[src/design/bids_pkg.sv]
// Package for the bitmap integer domain store.
// Holds request/result structs, opcode and mode codes, FSM state type and constants.
// No dependencies.
package bids_pkg;

  localparam int unsigned DOMAIN_BITS_DEF = 256;
  localparam int unsigned WORD_BITS       = 32;
  localparam int unsigned WORD_SHIFT      = $clog2(WORD_BITS);
  localparam int unsigned DATA_W          = 32;
  localparam int unsigned LIMIT_W         = 31;
  localparam int unsigned COUNT_OUT_W     = 9;
  localparam logic [LIMIT_W-1:0] LIMIT_RESET = 31'd255;

  typedef enum logic [2:0] {
    OP_INIT,
    OP_REMOVE,
    OP_RESTRICT,
    OP_ADD_VALUE,
    OP_ADD_RANGE,
    OP_QUERY
  } op_t;

  typedef enum logic [2:0] {
    MODE_KEEP,
    MODE_ZERO,
    MODE_ONES,
    MODE_LOAD,
    MODE_AND,
    MODE_ANDN,
    MODE_OR
  } mode_t;

  typedef enum logic [3:0] {
    ST_IDLE,
    ST_DECODE,
    ST_OFFSET,
    ST_LOW,
    ST_HIGH,
    ST_SCAN,
    ST_LEAST,
    ST_GREAT,
    ST_DONE
  } state_t;

  typedef struct packed {
    logic [2:0]               opcode;
    logic signed [DATA_W-1:0] value_a;
    logic signed [DATA_W-1:0] value_b;
  } req_t;

  typedef struct packed {
    logic signed [DATA_W-1:0]  least_member;
    logic signed [DATA_W-1:0]  greatest_member;
    logic [COUNT_OUT_W-1:0]    member_count;
    logic                      is_empty;
    logic                      is_single;
    logic                      is_member;
  } rsp_t;

  // per-word statistics from the word unit
  typedef struct packed {
    logic [WORD_SHIFT:0]   pop;
    logic                  any;
    logic [WORD_SHIFT-1:0] first;
    logic [WORD_SHIFT-1:0] last;
  } word_stat_t;

endpackage

[src/design/bids_alu.sv]
// Shared 32-bit add/subtract unit with registered result.
// Used by the sequencer for offsets, interval ends and member values.
// Depends on bids_pkg.
module bids_alu (
  input  logic                         clk,
  input  logic                         en,
  input  logic                         sub,
  input  logic [bids_pkg::DATA_W-1:0]  x,
  input  logic [bids_pkg::DATA_W-1:0]  y,
  output logic [bids_pkg::DATA_W-1:0]  q
);

  always_ff @(posedge clk) begin
    if (en) begin
      q <= sub ? (x - y) : (x + y);
    end
  end

endmodule

[src/design/bids_store.sv]
// Bitmap word memory: one write port, one registered read port.
// Per-word valid bits; a word never written reads as all ones.
// Depends on bids_pkg.
module bids_store #(
  parameter int unsigned WORDS = 8,
  parameter int unsigned AW    = 3
) (
  input  logic                            clk,
  input  logic                            rst,
  input  logic                            rd_en,
  input  logic [AW-1:0]                   rd_addr,
  output logic [bids_pkg::WORD_BITS-1:0]  rd_data,
  input  logic                            wr_en,
  input  logic [AW-1:0]                   wr_addr,
  input  logic [bids_pkg::WORD_BITS-1:0]  wr_data
);

  logic [bids_pkg::WORD_BITS-1:0] mem [WORDS];
  logic [WORDS-1:0]               valid;

  always_ff @(posedge clk) begin
    if (wr_en) begin
      mem[wr_addr] <= wr_data;
    end
    if (rd_en) begin
      rd_data <= valid[rd_addr] ? mem[rd_addr] : '1;
    end
  end

  always_ff @(posedge clk) begin
    if (rst) begin
      valid <= '0;
    end else if (wr_en) begin
      valid[wr_addr] <= 1'b1;
    end
  end

endmodule

[src/design/bids_word_op.sv]
// Word update unit: builds the interval mask for one bitmap word, applies the
// operation mode, and reports popcount and first/last set bit.
// Depends on bids_pkg.
module bids_word_op #(
  parameter int unsigned WORDS     = 8,
  parameter int unsigned AW        = 3,
  parameter int unsigned LAST_FILL = 0
) (
  input  bids_pkg::mode_t                mode,
  input  logic [AW-1:0]                  widx,
  input  logic [bids_pkg::DATA_W-1:0]    span_lo,
  input  logic [bids_pkg::DATA_W-1:0]    span_hi,
  input  logic [bids_pkg::WORD_BITS-1:0] old_word,
  output logic [bids_pkg::WORD_BITS-1:0] new_word,
  output bids_pkg::word_stat_t           stat
);

  localparam int unsigned WB  = bids_pkg::WORD_BITS;
  localparam int unsigned SH  = bids_pkg::WORD_SHIFT;
  localparam int unsigned HW  = bids_pkg::DATA_W - SH;
  localparam logic [WB-1:0] LAST_MASK =
    (LAST_FILL == 0) ? {WB{1'b1}} : ({WB{1'b1}} >> (WB - LAST_FILL));

  logic [HW-1:0] wz;
  logic [WB-1:0] tail, ge_m, le_m, span_m, old_m, upd;
  logic          wrap;

  assign wz   = HW'(widx);
  assign tail = (widx == AW'(WORDS - 1)) ? LAST_MASK : {WB{1'b1}};
  assign wrap = span_hi < span_lo;

  always_comb begin
    if (span_lo[bids_pkg::DATA_W-1:SH] < wz) begin
      ge_m = {WB{1'b1}};
    end else if (span_lo[bids_pkg::DATA_W-1:SH] > wz) begin
      ge_m = '0;
    end else begin
      ge_m = {WB{1'b1}} << span_lo[SH-1:0];
    end
    if (span_hi[bids_pkg::DATA_W-1:SH] > wz) begin
      le_m = {WB{1'b1}};
    end else if (span_hi[bids_pkg::DATA_W-1:SH] < wz) begin
      le_m = '0;
    end else begin
      le_m = ~(({WB{1'b1}} << span_hi[SH-1:0]) << 1);
    end
    span_m = wrap ? (ge_m | le_m) : (ge_m & le_m);
  end

  assign old_m = old_word & tail;

  always_comb begin
    unique case (mode)
      bids_pkg::MODE_KEEP: upd = old_m;
      bids_pkg::MODE_ZERO: upd = '0;
      bids_pkg::MODE_ONES: upd = {WB{1'b1}};
      bids_pkg::MODE_LOAD: upd = span_m;
      bids_pkg::MODE_AND:  upd = old_m & span_m;
      bids_pkg::MODE_ANDN: upd = old_m & ~span_m;
      bids_pkg::MODE_OR:   upd = old_m | span_m;
      default:             upd = old_m;
    endcase
    new_word = upd & tail;
  end

  always_comb begin
    stat.pop   = (SH + 1)'($countones(new_word));
    stat.any   = |new_word;
    stat.first = '0;
    stat.last  = '0;
    for (int i = WB - 1; i >= 0; i--) begin
      if (new_word[i]) stat.first = SH'(i);
    end
    for (int i = 0; i < WB; i++) begin
      if (new_word[i]) stat.last = SH'(i);
    end
  end

endmodule

[src/design/bitmap_integer_domain_store_unit.sv]
// Top level of the bitmap integer domain store: sequencer, state registers,
// shared ALU, word memory and word update unit.
// Depends on bids_pkg, bids_alu, bids_store, bids_word_op.
//
//  channel   | signals                 | handshake
//  ----------+-------------------------+----------------------------------
//  request   | start, busy, request    | taken when start && !busy
//  result    | done, result            | one-cycle strobe, no backpressure
//  config    | cfg_we, cfg_wdata       | written when cfg_we, no wait
//
// From acceptance, a request steps through DECODE, OFFSET, LOW, HIGH, a word
// scan through the single read port, then LEAST, GREAT and DONE (result strobe);
// the scan sets most of the time, the rest is the shared adder's setup and output
// steps. busy is low again the cycle after done. Synchronous reset restores the
// full default domain at once (per-word valid bits), no clearing pass.
module bitmap_integer_domain_store_unit #(
  parameter int unsigned DOMAIN_BITS = bids_pkg::DOMAIN_BITS_DEF
) (
  input  logic                           clk,
  input  logic                           rst,
  input  logic                           start,
  output logic                           busy,
  input  bids_pkg::req_t                 request,
  output logic                           done,
  output bids_pkg::rsp_t                 result,
  input  logic                           cfg_we,
  input  logic [bids_pkg::LIMIT_W-1:0]   cfg_wdata
);

  localparam int unsigned DW    = bids_pkg::DATA_W;
  localparam int unsigned WB    = bids_pkg::WORD_BITS;
  localparam int unsigned SH    = bids_pkg::WORD_SHIFT;
  localparam int unsigned WORDS = (DOMAIN_BITS + WB - 1) / WB;
  localparam int unsigned AW    = (WORDS > 1) ? $clog2(WORDS) : 1;
  localparam int unsigned PW    = AW + SH;
  localparam int unsigned CW    = $clog2(DOMAIN_BITS + 1);
  localparam logic [DW-1:0] TOP_POS = DW'(DOMAIN_BITS - 1);

  bids_pkg::state_t state, state_next;

  logic [bids_pkg::LIMIT_W-1:0] direct_limit;
  logic [2:0]                   op;
  logic [DW-1:0]                val_a, val_b, lo, hi;
  logic [DW-1:0]                base_offset, first_low, first_high;
  logic [DW-1:0]                pos_a, span_lo, least_q;
  logic                         set_def, set_gen, need_neg;
  bids_pkg::mode_t              mode;
  logic [AW-1:0]                widx;
  logic [CW-1:0]                live_count;
  logic [PW-1:0]                low_index, high_index;
  logic                         seen, member;

  logic                         alu_en, alu_sub;
  logic [DW-1:0]                alu_x, alu_y, alu_q, off_eff;
  logic                         rd_en;
  logic [AW-1:0]                rd_addr;
  logic [WB-1:0]                rd_data, new_word;
  bids_pkg::word_stat_t         stat;
  logic                         last_word;
  logic                         empty;

  assign busy      = (state != bids_pkg::ST_IDLE);
  assign done      = (state == bids_pkg::ST_DONE);
  assign last_word = (widx == AW'(WORDS - 1));
  assign empty     = (live_count == '0);
  assign off_eff   = (op == bids_pkg::OP_INIT) ?
                     ((set_gen && need_neg) ? alu_q : '0) : base_offset;

  always_ff @(posedge clk) begin
    if (rst) begin
      state <= bids_pkg::ST_IDLE;
    end else begin
      state <= state_next;
    end
  end

  always_comb begin
    state_next = state;
    alu_en     = 1'b0;
    alu_sub    = 1'b0;
    alu_x      = '0;
    alu_y      = '0;
    rd_en      = 1'b0;
    rd_addr    = '0;
    unique case (state)
      bids_pkg::ST_IDLE: begin
        if (start) state_next = bids_pkg::ST_DECODE;
      end
      bids_pkg::ST_DECODE: begin
        alu_en     = 1'b1;
        alu_sub    = 1'b1;
        alu_y      = val_a;
        state_next = bids_pkg::ST_OFFSET;
      end
      bids_pkg::ST_OFFSET: begin
        alu_en     = 1'b1;
        alu_x      = val_a;
        alu_y      = off_eff;
        state_next = bids_pkg::ST_LOW;
      end
      bids_pkg::ST_LOW: begin
        alu_en     = 1'b1;
        alu_x      = lo;
        alu_y      = base_offset;
        state_next = bids_pkg::ST_HIGH;
      end
      bids_pkg::ST_HIGH: begin
        alu_en     = 1'b1;
        alu_x      = hi;
        alu_y      = base_offset;
        rd_en      = 1'b1;
        state_next = bids_pkg::ST_SCAN;
      end
      bids_pkg::ST_SCAN: begin
        rd_en   = !last_word;
        rd_addr = widx + AW'(1);
        if (last_word) state_next = bids_pkg::ST_LEAST;
      end
      bids_pkg::ST_LEAST: begin
        alu_en     = 1'b1;
        alu_sub    = 1'b1;
        alu_x      = DW'(low_index);
        alu_y      = base_offset;
        state_next = bids_pkg::ST_GREAT;
      end
      bids_pkg::ST_GREAT: begin
        alu_en     = 1'b1;
        alu_sub    = 1'b1;
        alu_x      = DW'(high_index);
        alu_y      = base_offset;
        state_next = bids_pkg::ST_DONE;
      end
      bids_pkg::ST_DONE: begin
        state_next = bids_pkg::ST_IDLE;
      end
      default: state_next = bids_pkg::ST_IDLE;
    endcase
  end

  always_ff @(posedge clk) begin
    if (rst) begin
      direct_limit <= bids_pkg::LIMIT_RESET;
    end else if (cfg_we) begin
      direct_limit <= cfg_wdata;
    end
  end

  // domain registers
  always_ff @(posedge clk) begin
    if (rst) begin
      base_offset <= '0;
      first_low   <= '0;
      first_high  <= TOP_POS;
      live_count  <= CW'(DOMAIN_BITS);
      low_index   <= '0;
      high_index  <= PW'(DOMAIN_BITS - 1);
    end else begin
      if (state == bids_pkg::ST_OFFSET && op == bids_pkg::OP_INIT) begin
        base_offset <= off_eff;
        first_low   <= set_gen ? val_a : '0;
        first_high  <= set_gen ? val_b : TOP_POS;
      end
      if (state == bids_pkg::ST_HIGH) begin
        live_count <= '0;
        low_index  <= '0;
        high_index <= '0;
      end
      if (state == bids_pkg::ST_SCAN) begin
        live_count <= live_count + CW'(stat.pop);
        if (stat.any) begin
          high_index <= {widx, stat.last};
          if (!seen) low_index <= {widx, stat.first};
        end
      end
    end
  end

  // per-request work registers
  always_ff @(posedge clk) begin
    if (state == bids_pkg::ST_IDLE && start) begin
      op    <= request.opcode;
      val_a <= request.value_a;
      val_b <= request.value_b;
    end
    if (state == bids_pkg::ST_DECODE) begin
      set_def  <= 1'b0;
      set_gen  <= 1'b0;
      need_neg <= 1'b0;
      lo       <= val_a;
      hi       <= val_a;
      mode     <= bids_pkg::MODE_KEEP;
      case (op)
        bids_pkg::OP_INIT: begin
          hi <= val_b;
          if ($signed(val_b) < $signed(val_a)) begin
            mode    <= bids_pkg::MODE_ZERO;
            set_def <= 1'b1;
          end else if ($signed(val_a) <= 0 && $signed(val_b) >= $signed(TOP_POS)) begin
            mode    <= bids_pkg::MODE_ONES;
            set_def <= 1'b1;
          end else begin
            mode     <= bids_pkg::MODE_LOAD;
            set_gen  <= 1'b1;
            need_neg <= val_a[DW-1] || (val_a[DW-2:0] > direct_limit);
          end
        end
        bids_pkg::OP_REMOVE: mode <= bids_pkg::MODE_ANDN;
        bids_pkg::OP_RESTRICT: begin
          hi   <= val_b;
          mode <= ($signed(val_b) < $signed(val_a)) ? bids_pkg::MODE_ZERO
                                                    : bids_pkg::MODE_AND;
        end
        bids_pkg::OP_ADD_VALUE: begin
          mode <= bids_pkg::MODE_OR;
          if ($signed(first_high) < $signed(val_a) &&
              !($signed(val_a) < $signed(first_low))) begin
            lo <= first_high;
            hi <= first_high;
          end else if ($signed(val_a) < $signed(first_low)) begin
            lo <= ($signed(first_low) > $signed(first_high)) ? first_high : first_low;
            hi <= ($signed(first_low) > $signed(first_high)) ? first_high : first_low;
          end
        end
        bids_pkg::OP_ADD_RANGE: begin
          mode <= bids_pkg::MODE_OR;
          lo   <= ($signed(val_a) > $signed(first_low)) ? val_a : first_low;
          hi   <= ($signed(val_b) < $signed(first_high)) ? val_b : first_high;
        end
        default: mode <= bids_pkg::MODE_KEEP;
      endcase
    end
    if (state == bids_pkg::ST_OFFSET && op == bids_pkg::OP_ADD_RANGE &&
        $signed(hi) < $signed(lo)) begin
      mode <= bids_pkg::MODE_KEEP;
    end
    if (state == bids_pkg::ST_LOW) pos_a <= alu_q;
    if (state == bids_pkg::ST_HIGH) begin
      span_lo <= alu_q;
      widx    <= '0;
      seen    <= 1'b0;
      member  <= 1'b0;
    end
    if (state == bids_pkg::ST_SCAN) begin
      widx <= widx + AW'(1);
      if (stat.any) seen <= 1'b1;
      if (pos_a[DW-1:SH] == (DW - SH)'(widx)) member <= new_word[pos_a[SH-1:0]];
    end
    if (state == bids_pkg::ST_GREAT) least_q <= alu_q;
  end

  bids_alu u_alu (
    .clk (clk),
    .en  (alu_en),
    .sub (alu_sub),
    .x   (alu_x),
    .y   (alu_y),
    .q   (alu_q)
  );

  bids_store #(
    .WORDS (WORDS),
    .AW    (AW)
  ) u_store (
    .clk     (clk),
    .rst     (rst),
    .rd_en   (rd_en),
    .rd_addr (rd_addr),
    .rd_data (rd_data),
    .wr_en   (state == bids_pkg::ST_SCAN),
    .wr_addr (widx),
    .wr_data (new_word)
  );

  // span_hi comes straight from the held ALU result during the scan
  bids_word_op #(
    .WORDS     (WORDS),
    .AW        (AW),
    .LAST_FILL (DOMAIN_BITS % WB)
  ) u_word (
    .mode     (mode),
    .widx     (widx),
    .span_lo  (span_lo),
    .span_hi  (alu_q),
    .old_word (rd_data),
    .new_word (new_word),
    .stat     (stat)
  );

  always_comb begin
    result.least_member    = empty ? '0 : least_q;
    result.greatest_member = empty ? '0 : alu_q;
    result.member_count    = bids_pkg::COUNT_OUT_W'(live_count);
    result.is_empty        = empty;
    result.is_single       = (live_count == CW'(1));
    result.is_member       = member;
  end

endmodule

[config.mk]
export PLATFORM = sky130hd
export DESIGN_NAME = bitmap_integer_domain_store_unit
export DESIGN_NICKNAME = d
export VERILOG_FILES = /design/src/design/bids_pkg.sv /design/src/design/bids_alu.sv /design/src/design/bids_store.sv /design/src/design/bids_word_op.sv /design/src/design/bitmap_integer_domain_store_unit.sv
export SDC_FILE = /design/constraint.sdc
export NUM_CORES = 2
export LEC_CHECK = 0
export BUFFER_PORTS_ARGS = -buffer_cell sky130_fd_sc_hd__buf_4
export CAP_MARGIN = 20
export CORE_AREA = 8 8 299 301
export DETAILED_ROUTE_END_ITERATION = 6
export DIE_AREA = 0 0 307 309
export MAX_ROUTING_LAYER = met4
export PLACE_DENSITY_LB_ADDON = 0.3
export SLEW_MARGIN = 20
export SYNTH_ARGS = -nofsm -noshare
export SYNTH_HDL_FRONTEND = slang
export SYNTH_SLANG_ARGS = --single-unit
[constraint.sdc]
create_clock -name clk -period 14.5 [get_ports clk]
set_input_delay 1.45 -clock clk [delete_from_list [all_inputs] [get_ports clk]]
set_output_delay 1.45 -clock clk [all_outputs]
set_load 0.05 [all_outputs]
==> impl_metrics.json <==
{
  "status": "completed",
  "yosysTopAreaCell": "edfxtp_1",
  "skew_ps": 30.2,
  "crit_slowest_cell": "edfxtp_1",
  "maxSlewViolCount": 0,
  "track_usage_pct": 32.4,
  "worst_pin_slew_ps": 1190,
  "num_vias": 38800,
  "cts.htree.levels": 3,
  "min_period_ps": 9430,
  "synth_flop_cell": "edfxtp_1",
  "critPathMaxFanout": 22,
  "p_sw_mw": 5.21,
  "synthCells": 4548,
  "yosysWarnings": 0,
  "core_area_um2": 84600,
  "r2r_start": "u_alu.q[2]$_DFFE_PP_",
  "hold_buffers": 0,
  "overflow": 0,
  "critPathMaxStageDelay_ps": 770,
  "start_util_pct": 52.4,
  "cts_max_path_buffers": 3,
  "critPathKind": "flip-flop to flip-flop",
  "swShare_pct": 43.3,
  "synth-edff-count": 552,
  "hp-class": "flip-flop to flip-flop",
  "critPathLaunchType": "flip-flop",
  "fin_hold_ws_ps": 462,
  "irDropWorstVdd_uv": 1350,
  "rows": 107,
  "synth.net_count": 5016,
  "firstDrtPassIters": 7,
  "grt_pass1_vias": 36600,
  "cellPowerDensity_nw_per_um2": 243,
  "num-nets-final": 5081,
  "cp.arrival_ps": 9970,
  "dp_hpwl_um": 106000,
  "die_area_um2": 94900,
  "drc": 0,
  "async_flop_share_pct": 0,
  "synth_cell_types": 111,
  "ys_seq_area_share_pct": 45.0,
  "pwr-share-comb_pct": 60.5,
  "synth.top_cells.by_count": "edfxtp_1 (552), nand2_1 (414), ha_1 (338)",
  "fp.dieW_um": 307,
  "cts_num_sinks": 721,
  "worstPathRequired_ps": 15040,
  "drive_gt1_share_pct": 10.8,
  "tns_ps": 0,
  "area_growth_pct": 11.8,
  "slew_headroom_pct": 18.5,
  "timing.fmax_mhz": 106,
  "synth_area_um2": 44400,
  "hold_viol": 0,
  "io_buffers": 179,
  "p_clk_share_pct": 17.2,
  "synth_area_leaders": "edfxtp_1 (37%), ha_1 (9.5%), dfxtp_1 (7.6%)",
  "startpoint": "u_alu.q[2]$_DFFE_PP_",
  "clock_latency_ps": 680,
  "wl_per_cell_um": 26.5,
  "yosysMostFrequentCell": "edfxtp_1",
  "period_share_pct": 65.1,
  "initialDrtViolationCount": 5356,
  "cp-end-kind": "flip-flop",
  "drt-total-wl_um": 155000,
  "cp_common_cell": "fa_1",
  "finalPower_mw": 12.0,
  "vias_per_cell": 6.66,
  "min_from": "base_offset[0]$_SDFFE_PP0P_",
  "clk_pin_slew_ps": 60,
  "synth_top_area_share_pct": 37.4,
  "synth-seq-cells": 721,
  "cts_tree": "yes",
  "rsz0062_at_grt": "no",
  "p_seq_share_pct": 22.3,
  "drtAntennaViolNets": 0,
  "p_int_mw": 6.83,
  "synth_area_per_cell_um2": 9.75,
  "grt_pass1_wl_um": 230000,
  "post_cts_resized": 0,
  "gp_congestion": 1.00,
  "root_buffer": "clkbuf_16",
  "postCtsSetupRepairBufs": 0,
  "p_leak_nw": 19.1,
  "grt_antenna_before_repair": 1,
  "grt_max_degree": 98,
  "ioPinCount": 180,
  "die_h_um": 309,
  "setup_violations": 0,
  "cts_made_buffers": 80,
  "cap_viol_max_count": 0
}
## power by group through the flow
stage	clock, mW	sequential (mW)	combinational [mW]
floorplan	0	2.65	5.42
global placement	0	2.71	6.91
detailed placement	0	2.72	7.11
CTS	2.09	2.68	7.17
global route	2.17	2.69	8.10
finish	2.07	2.68	7.28
## placed cells by master, fill, tap and decap left out, types with 21 or more instances in the layout
master and count:
nand3_1 280, o211ai_1 64, a221o_1 42, o31ai_1 45, xnor2_1 45, o21ai_0 202, a222oi_1 49, nand2b_1 34
o2111ai_1 35, fa_1 28, a22oi_1 62, a22o_1 33, nand4_1 61, inv_1 294, nor2b_1 101, clkbuf_1 21
buf_4 284, ha_1 338, a2111oi_0 39, nor2_1 242, a21oi_1 321, a21o_1 98, a211oi_1 50, xor2_1 24
a21boi_1 27, nor4_1 45, mux2i_1 43, o21a_1 39, edfxtp_1 552, o221ai_1 38, nor3_1 116, clkbuf_16 83
a31oi_1 24, nand2_1 411, dfxtp_1 169
## layout make-up
cell class	count	area (um2)
fill	7292	35000
multi-input combinational	3221	22200
sequential	721	20000
clock buffer	111	2250
timing repair buffer	285	2140
tap	1144	1430
inverter	304	1140
clock inverter	38	448
antenna	1	2.50
## metal layers
metal | routed length [um] | global-route usage, %
met2 | 70300 | 50.5
met3 | 15600 | 5.52
met4 | 8610 | 15.2
met5 | 0 | -
met1 | 60000 | 41.2
## worst paths after layout
kind                                                    end  cells past startpoint  slack, ps
worst min-delay path            base_offset[0]$_SDFFE_PP0P_                      2        460
worst max register to register   live_count[8]$_SDFFE_PP1P_                     31       5070
worst min register to register  base_offset[0]$_SDFFE_PP0P_                      2        460
worst max-delay path             live_count[8]$_SDFFE_PP1P_                     31       5070
## logic make-up (layout without fill, tap and decap cells)
logic type | after synthesis | in the layout | synth area share [%]
AND/OR/NAND/NOR | 1410 | 1410 | 15.3
AO/OA/AOI/OAI | 1315 | 1315 | 20.7
flip-flops | 721 | 721 | 45.0
buffers and inverters | 606 | 738 | 5.35
adder cells (fa/ha/maj) | 371 | 371 | 10.9
XOR/XNOR | 69 | 69 | 1.36
multiplexers | 56 | 56 | 1.38
other | 0 | 1 | 0
## flip-flops by register name (all words and copies together) (netlist names), 3 cells and up
signal / count
hi: 32
u_store.rd_data: 32
first_low: 32
mode: 3
base_offset: 32
high_index: 8
val_a: 32
direct_limit: 31
live_count: 9
low_index: 8
span_lo: 32
u_alu.q: 32
widx: 3
first_high: 32
op: 3
lo: 32
least_q: 32
state: 4
pos_a: 32
u_store.valid: 8
u_store.mem: 256
val_b: 32
## critical path, delay by kind of cell, from the launching register on
family | cells | cell delay (ps)
compound gates | 11 | 2980
flops | 1 | 770
simple gates | 7 | 1000
buf+inv | 3 | 380
fa+ha+maj | 10 | 4160
## metrics by stage
| step | util, % | setup slack [ps] | cell area, um2 | cells |
|---|---|---|---|---|
| after global placement | 55.4 | 5010 | 46900 | 5674 |
| after detailed placement | 55.4 | 4920 | 46900 | 5674 |
| after global routing | 58.6 | 4400 | 49600 | 5825 |
| final | 58.6 | 5070 | 49600 | 5825 |
| after CTS | 58.6 | 4810 | 49600 | 5823 |
| after floorplan | - | 6430 | 44400 | 4548 |
(Power assumes the default switching activity.)
